<file path="src/cscan_pkg.sv">
// Shared widths and types for the C-SCAN disk scheduler.
// No dependencies.
`default_nettype none
package cscan_pkg;
	localparam int TRACK_W = 16;
	localparam int DSIZE_W = 17;
	localparam int TOTAL_W = 18;
	localparam int CNT_W   = 6;
	localparam int KEY_W   = 1 + TRACK_W + CNT_W;
	localparam int OUT_DW  = 56;

	typedef logic [TRACK_W-1:0] track_t;
	typedef logic [TOTAL_W-1:0] total_t;
	typedef logic [KEY_W-1:0]   key_t;

	localparam logic CFG_START_HEAD = 1'b0;
	localparam logic CFG_DISK_SIZE  = 1'b1;
endpackage
`default_nettype wire

</file>
<file path="src/cscan_disk_scheduler_unit.sv">
// C-SCAN disk scheduler: request memory, selection scan and result register.
// Depends on cscan_pkg.
`default_nettype none
// Channel   Dir  Handshake          Payload
// s_axis    in   tvalid/tready      tdata = request_track, tlast = batch_end
// m_axis    out  tvalid/tready      tdata = track/seek/total/wrapped/overflow, tlast = last
// cfg       in   cfg_valid/ready    cfg_index, cfg_data
//
// A request is taken while no batch is being scheduled.
// Each result comes from one scan of the request memory: count+2 candidates
// read at one per cycle from the registered read port, after which the
// chosen candidate is loaded into the output register.
// Reset clears count, flags and state; the memory itself is not cleared.
// A stalled output holds the next result until it is taken.
module cscan_disk_scheduler_unit #(
	parameter int MAX_REQUESTS = 32
) (
	input  wire logic                          clk,
	input  wire logic                          arst_n,
	input  wire logic                          s_axis_tvalid,
	output      logic                          s_axis_tready,
	input  wire logic [15:0]                   s_axis_tdata,  // [15:0] request_track
	input  wire logic                          s_axis_tlast,  // batch_end
	output      logic                          m_axis_tvalid,
	input  wire logic                          m_axis_tready,
	// [15:0] track, [31:16] seek_distance, [49:32] total_seek,
	// [50] wrapped, [51] overflow, [55:52] zero
	output      logic [cscan_pkg::OUT_DW-1:0]  m_axis_tdata,
	output      logic                          m_axis_tlast,  // last
	input  wire logic                          cfg_valid,
	output      logic                          cfg_ready,
	input  wire logic                          cfg_index,
	input  wire logic [16:0]                   cfg_data
);
	import cscan_pkg::*;

	localparam int AW = (MAX_REQUESTS > 1) ? $clog2(MAX_REQUESTS) : 1;
	localparam logic [CNT_W-1:0] MAX_C = CNT_W'(MAX_REQUESTS);

	localparam logic [1:0] ST_IDLE = 2'd0;
	localparam logic [1:0] ST_SCAN = 2'd1;
	localparam logic [1:0] ST_EMIT = 2'd2;

	logic [1:0]         state_q;
	track_t             start_q;
	logic [DSIZE_W-1:0] dsize_q;
	logic [CNT_W-1:0]   count_q;
	logic               drop_q;
	track_t             mem [MAX_REQUESTS];
	track_t             rd_s1;
	logic [CNT_W-1:0]   j_q;
	logic               issue_q;
	logic               v_s1;
	logic [CNT_W-1:0]   idx_s1;
	key_t               best_q, last_key_q;
	logic               best_v_q, have_last_q;
	logic [CNT_W:0]     emit_cnt_q;
	track_t             head_q;
	total_t             total_q;
	logic               prev_grp_q;

	// top cylinder
	logic [DSIZE_W-1:0] dm1;
	track_t             top;
	assign dm1 = dsize_q - DSIZE_W'(1);
	always_comb begin
		if (dsize_q == '0) top = '0;
		else if (dm1[DSIZE_W-1]) top = '1;
		else top = dm1[TRACK_W-1:0];
	end

	// candidate at stage 1
	track_t cand_t;
	logic   cand_g;
	key_t   cand_key;
	logic   cand_ok;
	always_comb begin
		if (idx_s1 < count_q) begin
			cand_t = (rd_s1 > top) ? top : rd_s1;
			cand_g = cand_t < start_q;
		end else if (idx_s1 == count_q) begin
			cand_t = top;
			cand_g = 1'b0;
		end else begin
			cand_t = '0;
			cand_g = 1'b1;
		end
		cand_key = {cand_g, cand_t, idx_s1};
		cand_ok  = (!have_last_q || cand_key > last_key_q)
			&& (!best_v_q || cand_key < best_q);
	end

	// result fields from the chosen key
	track_t sel_t;
	logic   sel_g;
	track_t seek_d;
	total_t new_total;
	logic   is_last;
	logic   load_out;
	assign sel_t = best_q[KEY_W-2 -: TRACK_W];
	assign sel_g = best_q[KEY_W-1];
	always_comb begin
		if (sel_g && !prev_grp_q) begin
			seek_d    = sel_t;
			new_total = total_q + TOTAL_W'(head_q) + TOTAL_W'(sel_t);
		end else begin
			seek_d    = (head_q > sel_t) ? head_q - sel_t : sel_t - head_q;
			new_total = total_q + TOTAL_W'(seek_d);
		end
	end
	assign is_last  = emit_cnt_q == ({1'b0, count_q} + (CNT_W+1)'(1));
	assign load_out = (state_q == ST_EMIT) && (!m_axis_tvalid || m_axis_tready);

	assign s_axis_tready = state_q == ST_IDLE;
	assign cfg_ready     = 1'b1;

	// request memory: one write port, one registered read port
	always_ff @(posedge clk) begin
		if (s_axis_tvalid && s_axis_tready && count_q < MAX_C)
			mem[count_q[AW-1:0]] <= s_axis_tdata;
		if (j_q < MAX_C)
			rd_s1 <= mem[j_q[AW-1:0]];
	end

	always_ff @(posedge clk or negedge arst_n) begin
		if (!arst_n) begin
			state_q       <= ST_IDLE;
			start_q       <= '0;
			dsize_q       <= DSIZE_W'(65536);
			count_q       <= '0;
			drop_q        <= 1'b0;
			j_q           <= '0;
			issue_q       <= 1'b0;
			v_s1          <= 1'b0;
			idx_s1        <= '0;
			best_q        <= '0;
			best_v_q      <= 1'b0;
			last_key_q    <= '0;
			have_last_q   <= 1'b0;
			emit_cnt_q    <= '0;
			head_q        <= '0;
			total_q       <= '0;
			prev_grp_q    <= 1'b0;
			m_axis_tvalid <= 1'b0;
			m_axis_tdata  <= '0;
			m_axis_tlast  <= 1'b0;
		end else begin
			// a new result loads only when the register is free or drains now
			if (load_out)
				m_axis_tvalid <= 1'b1;
			else if (m_axis_tvalid && m_axis_tready)
				m_axis_tvalid <= 1'b0;
			if (cfg_valid) begin
				if (cfg_index == CFG_START_HEAD) start_q <= cfg_data[TRACK_W-1:0];
				else dsize_q <= cfg_data;
			end
			v_s1   <= issue_q;
			idx_s1 <= j_q;
			case (state_q)
				ST_IDLE: begin
					if (s_axis_tvalid) begin
						if (count_q < MAX_C) count_q <= count_q + CNT_W'(1);
						else drop_q <= 1'b1;
						if (s_axis_tlast) begin
							state_q     <= ST_SCAN;
							j_q         <= '0;
							issue_q     <= 1'b1;
							best_v_q    <= 1'b0;
							have_last_q <= 1'b0;
							emit_cnt_q  <= '0;
							head_q      <= start_q;
							total_q     <= '0;
							prev_grp_q  <= 1'b0;
						end
					end
				end
				ST_SCAN: begin
					if (issue_q) begin
						if (j_q == count_q + CNT_W'(1)) issue_q <= 1'b0;
						else j_q <= j_q + CNT_W'(1);
					end
					if (v_s1) begin
						if (cand_ok) begin
							best_q   <= cand_key;
							best_v_q <= 1'b1;
						end
						if (idx_s1 == count_q + CNT_W'(1)) state_q <= ST_EMIT;
					end
				end
				ST_EMIT: begin
					if (load_out) begin
						m_axis_tlast  <= is_last;
						m_axis_tdata  <= {4'b0, drop_q, sel_g, new_total, seek_d, sel_t};
						total_q       <= new_total;
						head_q        <= sel_t;
						prev_grp_q    <= sel_g;
						last_key_q    <= best_q;
						have_last_q   <= 1'b1;
						best_v_q      <= 1'b0;
						emit_cnt_q    <= emit_cnt_q + (CNT_W+1)'(1);
						if (is_last) begin
							state_q <= ST_IDLE;
							count_q <= '0;
							drop_q  <= 1'b0;
						end else begin
							state_q <= ST_SCAN;
							j_q     <= '0;
							issue_q <= 1'b1;
						end
					end
				end
				default: state_q <= ST_IDLE;
			endcase
		end
	end
endmodule
`default_nettype wire

</file>
<file path="config.mk">
export PLATFORM = sky130hd
export DESIGN_NAME = cscan_disk_scheduler_unit
export DESIGN_NICKNAME = d
export VERILOG_FILES = /design/src/cscan_pkg.sv /design/src/cscan_disk_scheduler_unit.sv
export SDC_FILE = /design/constraint.sdc
export NUM_CORES = 1
export LEC_CHECK = 0
export ABC_CLOCK_PERIOD_IN_PS = 7500
export BUFFER_PORTS_ARGS = -buffer_cell sky130_fd_sc_hd__buf_4
export CAP_MARGIN = 20
export CORE_MARGIN = 5
export CORE_UTILIZATION = 30
export DETAILED_ROUTE_END_ITERATION = 6
export HOLD_SLACK_MARGIN = 0.05
export SLEW_MARGIN = 20
export SYNTH_ARGS = -nofsm -noshare
export SYNTH_HDL_FRONTEND = slang
export SYNTH_SLANG_ARGS = --single-unit
export TNS_END_PERCENT = 50
</file>
<file path="constraint.sdc">
create_clock -name clk -period 7.5 [get_ports clk]
set_clock_uncertainty 0.15 [all_clocks]
set_input_delay 1.5 -clock clk [delete_from_list [all_inputs] [get_ports clk]]
set_output_delay 1.5 -clock clk [all_outputs]
set_load 0.1 [all_outputs]
</file>
=== Word-level counts from Yosys, hierarchy flattened ===
Memory sizes are Yosys's and may differ from the RTL's. A register that Yosys moved wholly into a read port is not among the register bits.
Index checks and enable logic that the tools add are counted.

* Latch bits: 0
* Memories kept: 1
* Output and inout bits: 60
* Input port bits: 40
* Register bits after elaboration: 200
* Bits in read-only memories: 0
* Logic and storage cells: 154
* Memory bits (writable): 512

* $mul: 0
* Magnitude comparators: 8
* Muxes and demuxes: 67
* Eq/ne operators: 18
* Bitwise operators: 1
* Divide/modulo/power cells: 0
* Shifts and indexed selects: 0
* $add $sub $neg: 10
* Reduce and logical (&&, ||, !) cells: 29

{| class="wikitable"
|+ Memories
! memory !! words !! bits a word !! read ports !! clocked after Yosys merged registers in !! wr ports !! RTL line !! source
|-
| mem || 32 || 16 || 1 || 1 || 1 || cscan_disk_scheduler_unit.sv:49 || <nowiki>track_t mem [MAX_REQUESTS];</nowiki>
|}

{| class="wikitable"
|+ Operator list
! operator !! count
|-
| 16-bit 2-to-1 mux || 10
|-
| 18-bit 2-to-1 mux || 4
|-
| 6-bit 2-to-1 mux || 10
|-
| 18-bit by 16-bit adder with 18-bit output || 3
|-
| 18-bit case mux with 2 select lines || 1
|-
| 16-bit greater-than comparator || 2
|-
| 16-bit case mux with 2 select lines || 1
|-
| 16-bit subtractor || 2
|-
| 1-bit 2-to-1 mux || 24
|-
| 23-bit greater-than comparator || 1
|-
| 23-bit < comparator || 1
|-
| 7-bit 2-to-1 mux || 3
|-
| 2-bit inequality test, second input constant || 10
|-
| 5-bit AND reduction || 4
|-
| 6-bit == test || 3
|-
| 6-bit case mux with 3 select lines || 1
|-
| 17-bit zero test || 1
|-
| 17-bit by 1-bit subtractor with 17-bit output, second input constant || 1
|-
| 16-bit < comparator || 1
|-
| 7-bit case mux with 2 select lines || 1
|-
| 6-bit by 1-bit adder with 6-bit output, second input constant || 2
|-
| 6-bit < comparator, second input constant || 2
|-
| 6-bit case mux with 2 select lines || 1
|-
| 2-bit 2-to-1 mux || 5
|-
| other kinds (22) || 39
|}

=== Logic depth before layout (Yosys ltp) ===
Gate-level depths: netlist of the first run.

* Word-level depth: 13
* Mapped depth: 34
* Gate-level depth less buffers: 31

=== Least setup slack after synthesis of the first run ===
OpenSTA, ideal clock, no wires.

* Path type: register to register
* Start: register dsize_q[11]
* End: register best_q[13]
* Required time: 7225 ps
* Stages on the path, launching flop included: 27
* Setup time: 125 ps
* Setup slack: 686 ps
* Buffers on the path: 3
* Clock period less this slack: 6814 ps
* Arrival: 6539 ps
* Cell sequence: dfrtp_1 > or4_4 > or3_1 > or3_1 > a31o_2 > ha_1 > nand4_1 > or2_2 > o311a_1 > clkbuf_1 > o21ai_0 > o31ai_1 > ha_1 > a21o_1 > a21o_1 > a221oi_1 > o311a_1 > a21oi_1 > o21ai_1 > ha_1 > nand4_1 > o21ai_0 > o32ai_1 > a211o_1 > clkbuf_1 > clkbuf_1 > mux2_2

* Word-level cells in the longest chain between the ends: 11
* Elaborated cells on any way between the ends: 16
* Those cells by class: add/sub (1); order compare (4); mux (6); reduce/logical (5)

{| class="wikitable"
|+ RTL lines
! what !! RTL line !! source
|-
| start: declaration || cscan_disk_scheduler_unit.sv:46 || <nowiki>logic [DSIZE_W-1:0] dsize_q;</nowiki>
|-
| start signal: assignment || cscan_disk_scheduler_unit.sv:155 || <nowiki>else dsize_q <= cfg_data;</nowiki>
|-
| 17-bit by 1-bit subtractor with 17-bit output || cscan_disk_scheduler_unit.sv:65 || <nowiki>assign dm1 = dsize_q - DSIZE_W'(1);</nowiki>
|-
| 16-bit 2-to-1 mux || cscan_disk_scheduler_unit.sv:68 || <nowiki>else if (dm1[DSIZE_W-1]) top = '1;</nowiki>
|-
| 16-bit 2-to-1 mux * || cscan_disk_scheduler_unit.sv:67 || <nowiki>if (dsize_q == '0) top = '0;</nowiki>
|-
| 16-bit greater-than comparator || cscan_disk_scheduler_unit.sv:79 || <nowiki>cand_t = (rd_s1 > top) ? top : rd_s1;</nowiki>
|-
| 16-bit 2-to-1 mux * || cscan_disk_scheduler_unit.sv:79 ||
|-
| 16-bit < comparator * || cscan_disk_scheduler_unit.sv:80 || <nowiki>cand_g = cand_t < start_q;</nowiki>
|-
| 1-bit 2-to-1 mux * || cscan_disk_scheduler_unit.sv:78 || <nowiki>if (idx_s1 < count_q) begin</nowiki>
|-
| via cand_g || cscan_disk_scheduler_unit.sv:74 || <nowiki>logic cand_g;</nowiki>
|-
| 23-bit greater-than comparator or 23-bit < comparator (tied branches) || cscan_disk_scheduler_unit.sv:89, cscan_disk_scheduler_unit.sv:90 ||
|-
| 1-bit logical OR (on tied branches) || cscan_disk_scheduler_unit.sv:89, cscan_disk_scheduler_unit.sv:90 ||
|-
| 1-bit logical AND * || cscan_disk_scheduler_unit.sv:90 || <nowiki>&& (!best_v_q || cand_key < best_q);</nowiki>
|-
| 3-bit AND reduction (no source line) * || - ||
|-
| end signal: assignment || cscan_disk_scheduler_unit.sv:184 || <nowiki>best_q <= cand_key;</nowiki>
|-
| end: declaration || cscan_disk_scheduler_unit.sv:55 || <nowiki>key_t best_q, last_key_q;</nowiki>
|}

The timed path passes the listed nets; every way through them passes the cells marked *.
A chain may end at the register's enable or synchronous reset.

=== Final worst setup path of the first run ===
* Start: register dsize_q[11]
* End: register best_q[16]

Same word-level chain as after synthesis.

==> impl_results.md, run 1 <==
- Status: finished clean
- Period utilisation layout: a little over nine tenths
- Relative slew slack: 30.9%
- Crit path top cell by count: a21o_1
- Fmax: 142 MHz
- CTS Buf Count: 72
- WS Path Type: reg2reg
- Layout cells sized above 1: between 20% and 30%
- Top_reg_cell synth: edfxtp_1
- Clock Sinks: 711
- CTS Buffer Depth: 3
- P per Cell Area: about 490 nW/um^2
- Cell Rows: 123
- Critical R2R Capture: best_q[16]
- Die width: roughly 350 um
- Placed inst area: 36400 um^2
- Count of input and output buffers: 94
- Flops & latches, synth: between 700 and 800
- Drt drc: 0
- Post-Layout Inst Area: between 30000 and 40000 um^2
- Crit-path max FO: 15
- Reg2reg path depth: 28
- CP max stage delay: a little over 0.6 ns
- Syn Std Cell Area: 33800 um^2
- Total Routing Usage GR: between 10% and 20%
- IO Pins: 100
- Pleak: 14.4 nW
- # H-tree levels: 3
- Setup crit start kind: flop
- Syn_area_per_cell: between 10 and 15 um^2
- Largest net degree at the start of global routing: a little under 90
- Worst Setup SP: dsize_q[11]
- Placeable Area: 112000 um^2
- Final hold viol count: 0
- Die Height: ~350 um
- Final net count: approximately 2.7k
- CTS tree: built
- GRT overflow: 0
- Drt wl/cell: 21.7 um
- Post-route core utilization: 34.6%
- Post-synth EDFFs: between 500 and 600
- Sequential area share after synthesis: between 60% and 70%
- Maximum vdd drop: about 0.00023 V
- Critical path capture point: best_q[16]
- TNS Setup: 0 ns
- Cts hold-fix bufs: 0
- Min-Delay Path Class: reg2reg
- DPL Wire Length: 57800 um
- RR Startpoint: dsize_q[11]
- CTS root buffer: clkbuf_16
- Area growth, synth to finish: 14.9%
- Critical path's slowest cell: or4_4
- Die area: 120000 um^2
- Final GP Congestion: ~0.86
- Final ANT Viol Nets: 0
- Setup violators final: 0
- Unrepaired setup endpoints after global routing: no
- Total Wirelength: 86800 um
- MaxCap Viol Count: 0
- Tot Pwr: approximately 19 mW
- Worst slew pin tran: 1.03 ns
- Drt first pass iters: 5
- Arrival time worst endpoint: about 7.4 ns
- Fin. max-slew vios: 0
- Worst-path clk slew: ~0.06 ns
- Global-route wire length before repair: between 100000 and 150000 um
- Worst-Skew Late Latency: about 0.63 ns
- Vias/cell: roughly 5
- Initial core utilization: between 30% and 40%
- Vias after detailed routing: 20.0k
- DR iter-0 viols: between 1.5k and 2k
- Initial antenna violation count: 8
- Critical Path Sink Type: flop
- Vias in the first global route: slightly above 20k
- Worst path required time: between 7 and 8 ns
- Flop-to-flop setup slack: ~0.46 ns
- Minimum clock period: roughly 7.0 ns
- Fraction of registers with async set/reset: between 20 and 30%
- Post-Syn Instances: ~2.3k
- Post-synthesis cell type count: 77
- Yosys warnings: 0
-- per-stage QoR --
stage | cells | setup slack, ns | hold WS, ns
global route | 3999 | 0.0457 | 0.265
finish | 4005 | 0.463 | 0.243
CTS | 3999 | 0.309 | 0.245
floorplan | 2336 | 0.686 | 0.202
global placement | 3868 | 0.452 | 0.233
detailed placement | 3868 | 0.342 | 0.232
-- worst min-delay path by stage --
stage,slack [ns],to,startpoint,cells past startpoint
after detailed placement,0.23,idx_s1[5],j_q[5],0
final,0.24,idx_s1[5],j_q[5],0
after floorplan,0.20,idx_s1[2],j_q[2],0
after global routing,0.26,idx_s1[5],j_q[5],0
after global placement,0.23,idx_s1[5],j_q[5],0
after CTS,0.24,idx_s1[5],j_q[5],0
-- cell usage in the layout, fill, tap and decap left out, types with 6 or more instances in the layout --
master       n
nand3_1     40
nor3_1      22
fa_1        20
o21a_1      13
nor4_1       6
clkbuf_1    21
mux4_2     160
o21ai_0    127
or3_1        9
o31ai_1     12
a21o_1      69
clkbuf_8     8
mux2_2      68
mux2i_1     12
nor2_1     117
diode_2      6
a31o_2       7
dfrtp_1    178
clkbuf_16   73
xor2_1      30
xnor2_1     48
buf_4      149
ha_1       153
o211ai_1     8
nand4_1     19
inv_1      119
nor2b_1      9
clkinv_2     9
and3_1       9
a211oi_1    28
nor2_2      17
a31oi_1     10
nand2b_1    14
a21oi_1    105
o2bb2ai_1    7
bufinv_16    6
edfxtp_1   528
a22o_1       9
o21bai_1     6
nand2_1    150
-- critical path: cells and delay by family, from the launching register on --
family	cells	cell delay (ns)
AO/OA/AOI/OAI	16	2.96
adder cells (fa/ha/maj)	3	0.85
buffers and inverters	2	0.43
flip-flops	1	0.42
multiplexers	1	0.28
AND/OR/NAND/NOR	6	1.83
-- synth_stat cells, types with 28 or more instances --
library cell  count  area share [%]
edfxtp_1        528              47
dfrtp_1         182              13
mux4_2          160              11
ha_1            153             5.7
nand2_1         152             1.7
nor2_1          136             1.5
o21ai_0         127             1.9
inv_1           119             1.3
a21oi_1         110             1.6
clkbuf_1         72            0.80
a21o_1           69             1.5
mux2_2           68             2.3
xnor2_1          49             1.3
nand3_1          40            0.59
xor2_1           30            0.78
a211oi_1         28            0.62
-- kinds of logic after synthesis --
logic type      count (synthesis)  synth area share (%)
flops                         711                  60.4
compound gates                450                  8.51
simple gates                  439                  5.94
mux                           240                  13.3
buf+inv                       239                  2.94
fa+ha+maj                     173                  6.84
xor+xnor                       79                  2.05
other cells                     2                0.0222
-- what timing repair did --
item / 4_1_cts / 5_1_grt
hold endpoints to repair: 0 / 0
buffers inserted: 0 / 0
setup endpoints to repair: 0 / 24
resized for setup: 0 / 11
-- metal layers --
layer	track usage [%]	routed length, um	vias up
li1	-	-	9101
met1	19.4	38400	10300
met2	23.5	41900	531
met3	2.62	4620	114
met4	3.37	1950	4
met5	0	25	-
-- layout make-up --
| type | count | area (um^2) |
|---|---|---|
| antenna | 6 | 15.0 |
| clock buffer | 101 | 2000 |
| clock inverter | 30 | 395 |
| fill | 10800 | 73300 |
| inverter | 120 | 450 |
| multi-input combinational | 1386 | 12500 |
| sequential | 711 | 20400 |
| tap | 1500 | 1880 |
| timing repair buffer | 151 | 1150 |
-- state kept, by name (all words and copies together), names as in the netlist, 2 cells and up --
name,cells
best_q,23
state_q,2
emit_cnt_q,7
count_q,6
last_key_q,22
total_q,18
idx_s1,6
mem,512
rd_s1,16
start_q,16
dsize_q,17
m_axis_tdata,36
j_q,6
head_q,16
-- report_power, final --
group	internal, mW	total [mW]	switching (mW)
Clock	2.10	3.66	1.57
Combinational	3.97	9.93	5.96
Sequential	4.71	5.35	0.638
Note: power is estimated with default switching activity, not from simulation.
==> run 2: changes to the inputs <==
- CTS_BUF_LIST: unset -> sky130_fd_sc_hd__clkbuf_8
- SKIP_LAST_GASP: unset -> 1
==> impl_results.md, run 2 (synthesis gave the netlist of run 1 again) <==
- Die area: approximately 120000 um^2
- Vias in the first global route: approximately 21k
- CP max stage delay: between 0.6 and 0.7 ns
- P per Cell Area: 479 nW/um^2
- Vias after detailed routing: roughly 20k
- Period utilisation layout: 93.9%
- Fmax: approximately 140 MHz
- Gr busiest metal: met2
- Setup crit start kind: flop
- Unrepaired setup endpoints after global routing: no
- PostCTS Resize Cnt: 0
- Largest net degree at the start of global routing: about 90
- Global-route wire length before repair: 132000 um
- Drt drc: 0
- Fin cells: 4066
- Die width: approximately 350 um
- Min-Delay Path Class: reg2reg
- Total Routing Usage GR: roughly 14%
- Worst-path clk slew: ~0.06 ns
- Setup violators final: 0
- Placed insts: ~3.9k
- Worst path required time: around 7.9 ns
- Drt first pass iters: 5
- Met1 usage: 19.4%
- Final hold viol count: 0
- Initial core utilization: 30.1%
- GRT overflow: 0
- Minimum clock period: ~7 ns
- WS Path Type: reg2reg
- Total Wirelength: roughly 87000 um
- Critical path's slowest cell: or4_4
- Met3 Use GR: roughly 2.7%
- Final GP Congestion: between 0.8 and 0.9
- Fin Hold WS: 0.241 ns
- Initial antenna violation count: 9
- Cell Rows: 123
- Number of setup buffers added after CTS: 0
- Fillcell total: approximately 11k
- Crit path top cell by count: a21o_1
- CTS Buffer Depth: 3
- CTS root buffer: clkbuf_8
- Layout cells sized above 1: between 20% and 30%
- CTS tree: built
- Relative slew slack: approximately a third
- Cts hold-fix bufs: 0
- DPL Wire Length: 57800 um
- Placeable Area: ~110000 um^2
- Drt wl/cell: 21.5 um
- GR Layer Usage met2: around a quarter
- Worst-Skew Late Latency: roughly 0.74 ns
- Final net count: around 2.7k
- Max reg flops: a little over 500
- TNS Setup: 0 ns
- # H-tree levels: 3
- Buf/Inv on CP: 2
- Clock Sinks: between 700 and 800
- Final ANT Viol Nets: 0
- Arrival time worst endpoint: between 7 and 8 ns
- Most common cell after layout, fill and taps aside: edfxtp_1
- Critical Path Sink Type: flop
- Count of input and output buffers: between 90 and 100
- Maximum vdd drop: approximately 0.00022 V
- Pleak: between 10 and 15 nW
- Die Height: 346 um
- CTS Buf Count: 110
- Vias/cell: roughly 5
- Area growth, synth to finish: 14.0%
- IO Pins: 100
- MaxCap Viol Count: 0
- Crit-path max FO: 15
- Most frequent cells in the layout: 528 x edfxtp_1, 178 x dfrtp_1, 160 x mux4_2, 153 x ha_1, 150 x nand2_1
- CP top delay family: compound AO/OA/AOI/OAI gates
- DR iter-0 viols: ~1.6k
- Status: finished clean
- Fin. max-slew vios: 0
- Worst slew pin tran: 1.01 ns
-- run 2: changes by cell type in the layout (fill, tap and decap cells not counted), moves of 6 or more --
cell	previous run	this run
clkinv_2	9	15
clkbuf_16	73	0
clkinv_1	5	22
clkbuf_1	21	0
clkbuf_8	8	118
inv_1	119	148
-- run 2: final cells by class --
type                       instances  area, um^2  area share, %
timing repair buffer             151        1150           2.99
sequential                       711       20400           53.1
multi-input combinational       1386       12500           32.5
clock buffer                     117        1610           4.18
tap                             1500        1880           4.87
clock inverter                    77         475           1.23
antenna                            4        10.0         0.0260
inverter                         120         450           1.17
-- run 2: final timing paths --
check | slack (ns) | start | endpoint | cells past startpoint
hold / removal | 0.24 | j_q[5] | idx_s1[5] | 0
hold reg to reg | 0.24 | j_q[5] | idx_s1[5] | 0
setup reg to reg | 0.46 | dsize_q[11] | best_q[0] | 28
min in group asynchronous | 0.70 | arst_n | total_q[16] | 1
max in group asynchronous | 5.21 | arst_n | dsize_q[2] | 2
setup / recovery | 0.46 | dsize_q[11] | best_q[0] | 28
-- run 2: report_power, final --
part | switching (mW) | total, mW | internal [mW]
clock network | 1.57 | 3.16 | 1.59
registers | 0.637 | 5.35 | 4.71
logic | 5.97 | 9.94 | 3.97
total | 8.17 | 18.4 | 10.3
-- run 2: routing by layer --
layer | routed length [um] | part of all wire, %
met1 | 38300 | 44
met4 | 2020 | 2.3
met3 | 4880 | 5.6
met5 | 34 | 0.039
met2 | 42100 | 48
-- run 2: stage by stage --
step / worst slack [ns] / total power, mW / area (um^2) / util (%)
after floorplan: 0.686 / 12.7 / 33800 / -
after detailed placement: 0.342 / 15.3 / 36400 / 32.4
after global routing: 0.0439 / 19.7 / 38500 / 34.3
after global placement: 0.452 / 15.3 / 36400 / 32.4
final: 0.457 / 18.4 / 38500 / 34.4
after CTS: 0.287 / 18.5 / 38500 / 34.3
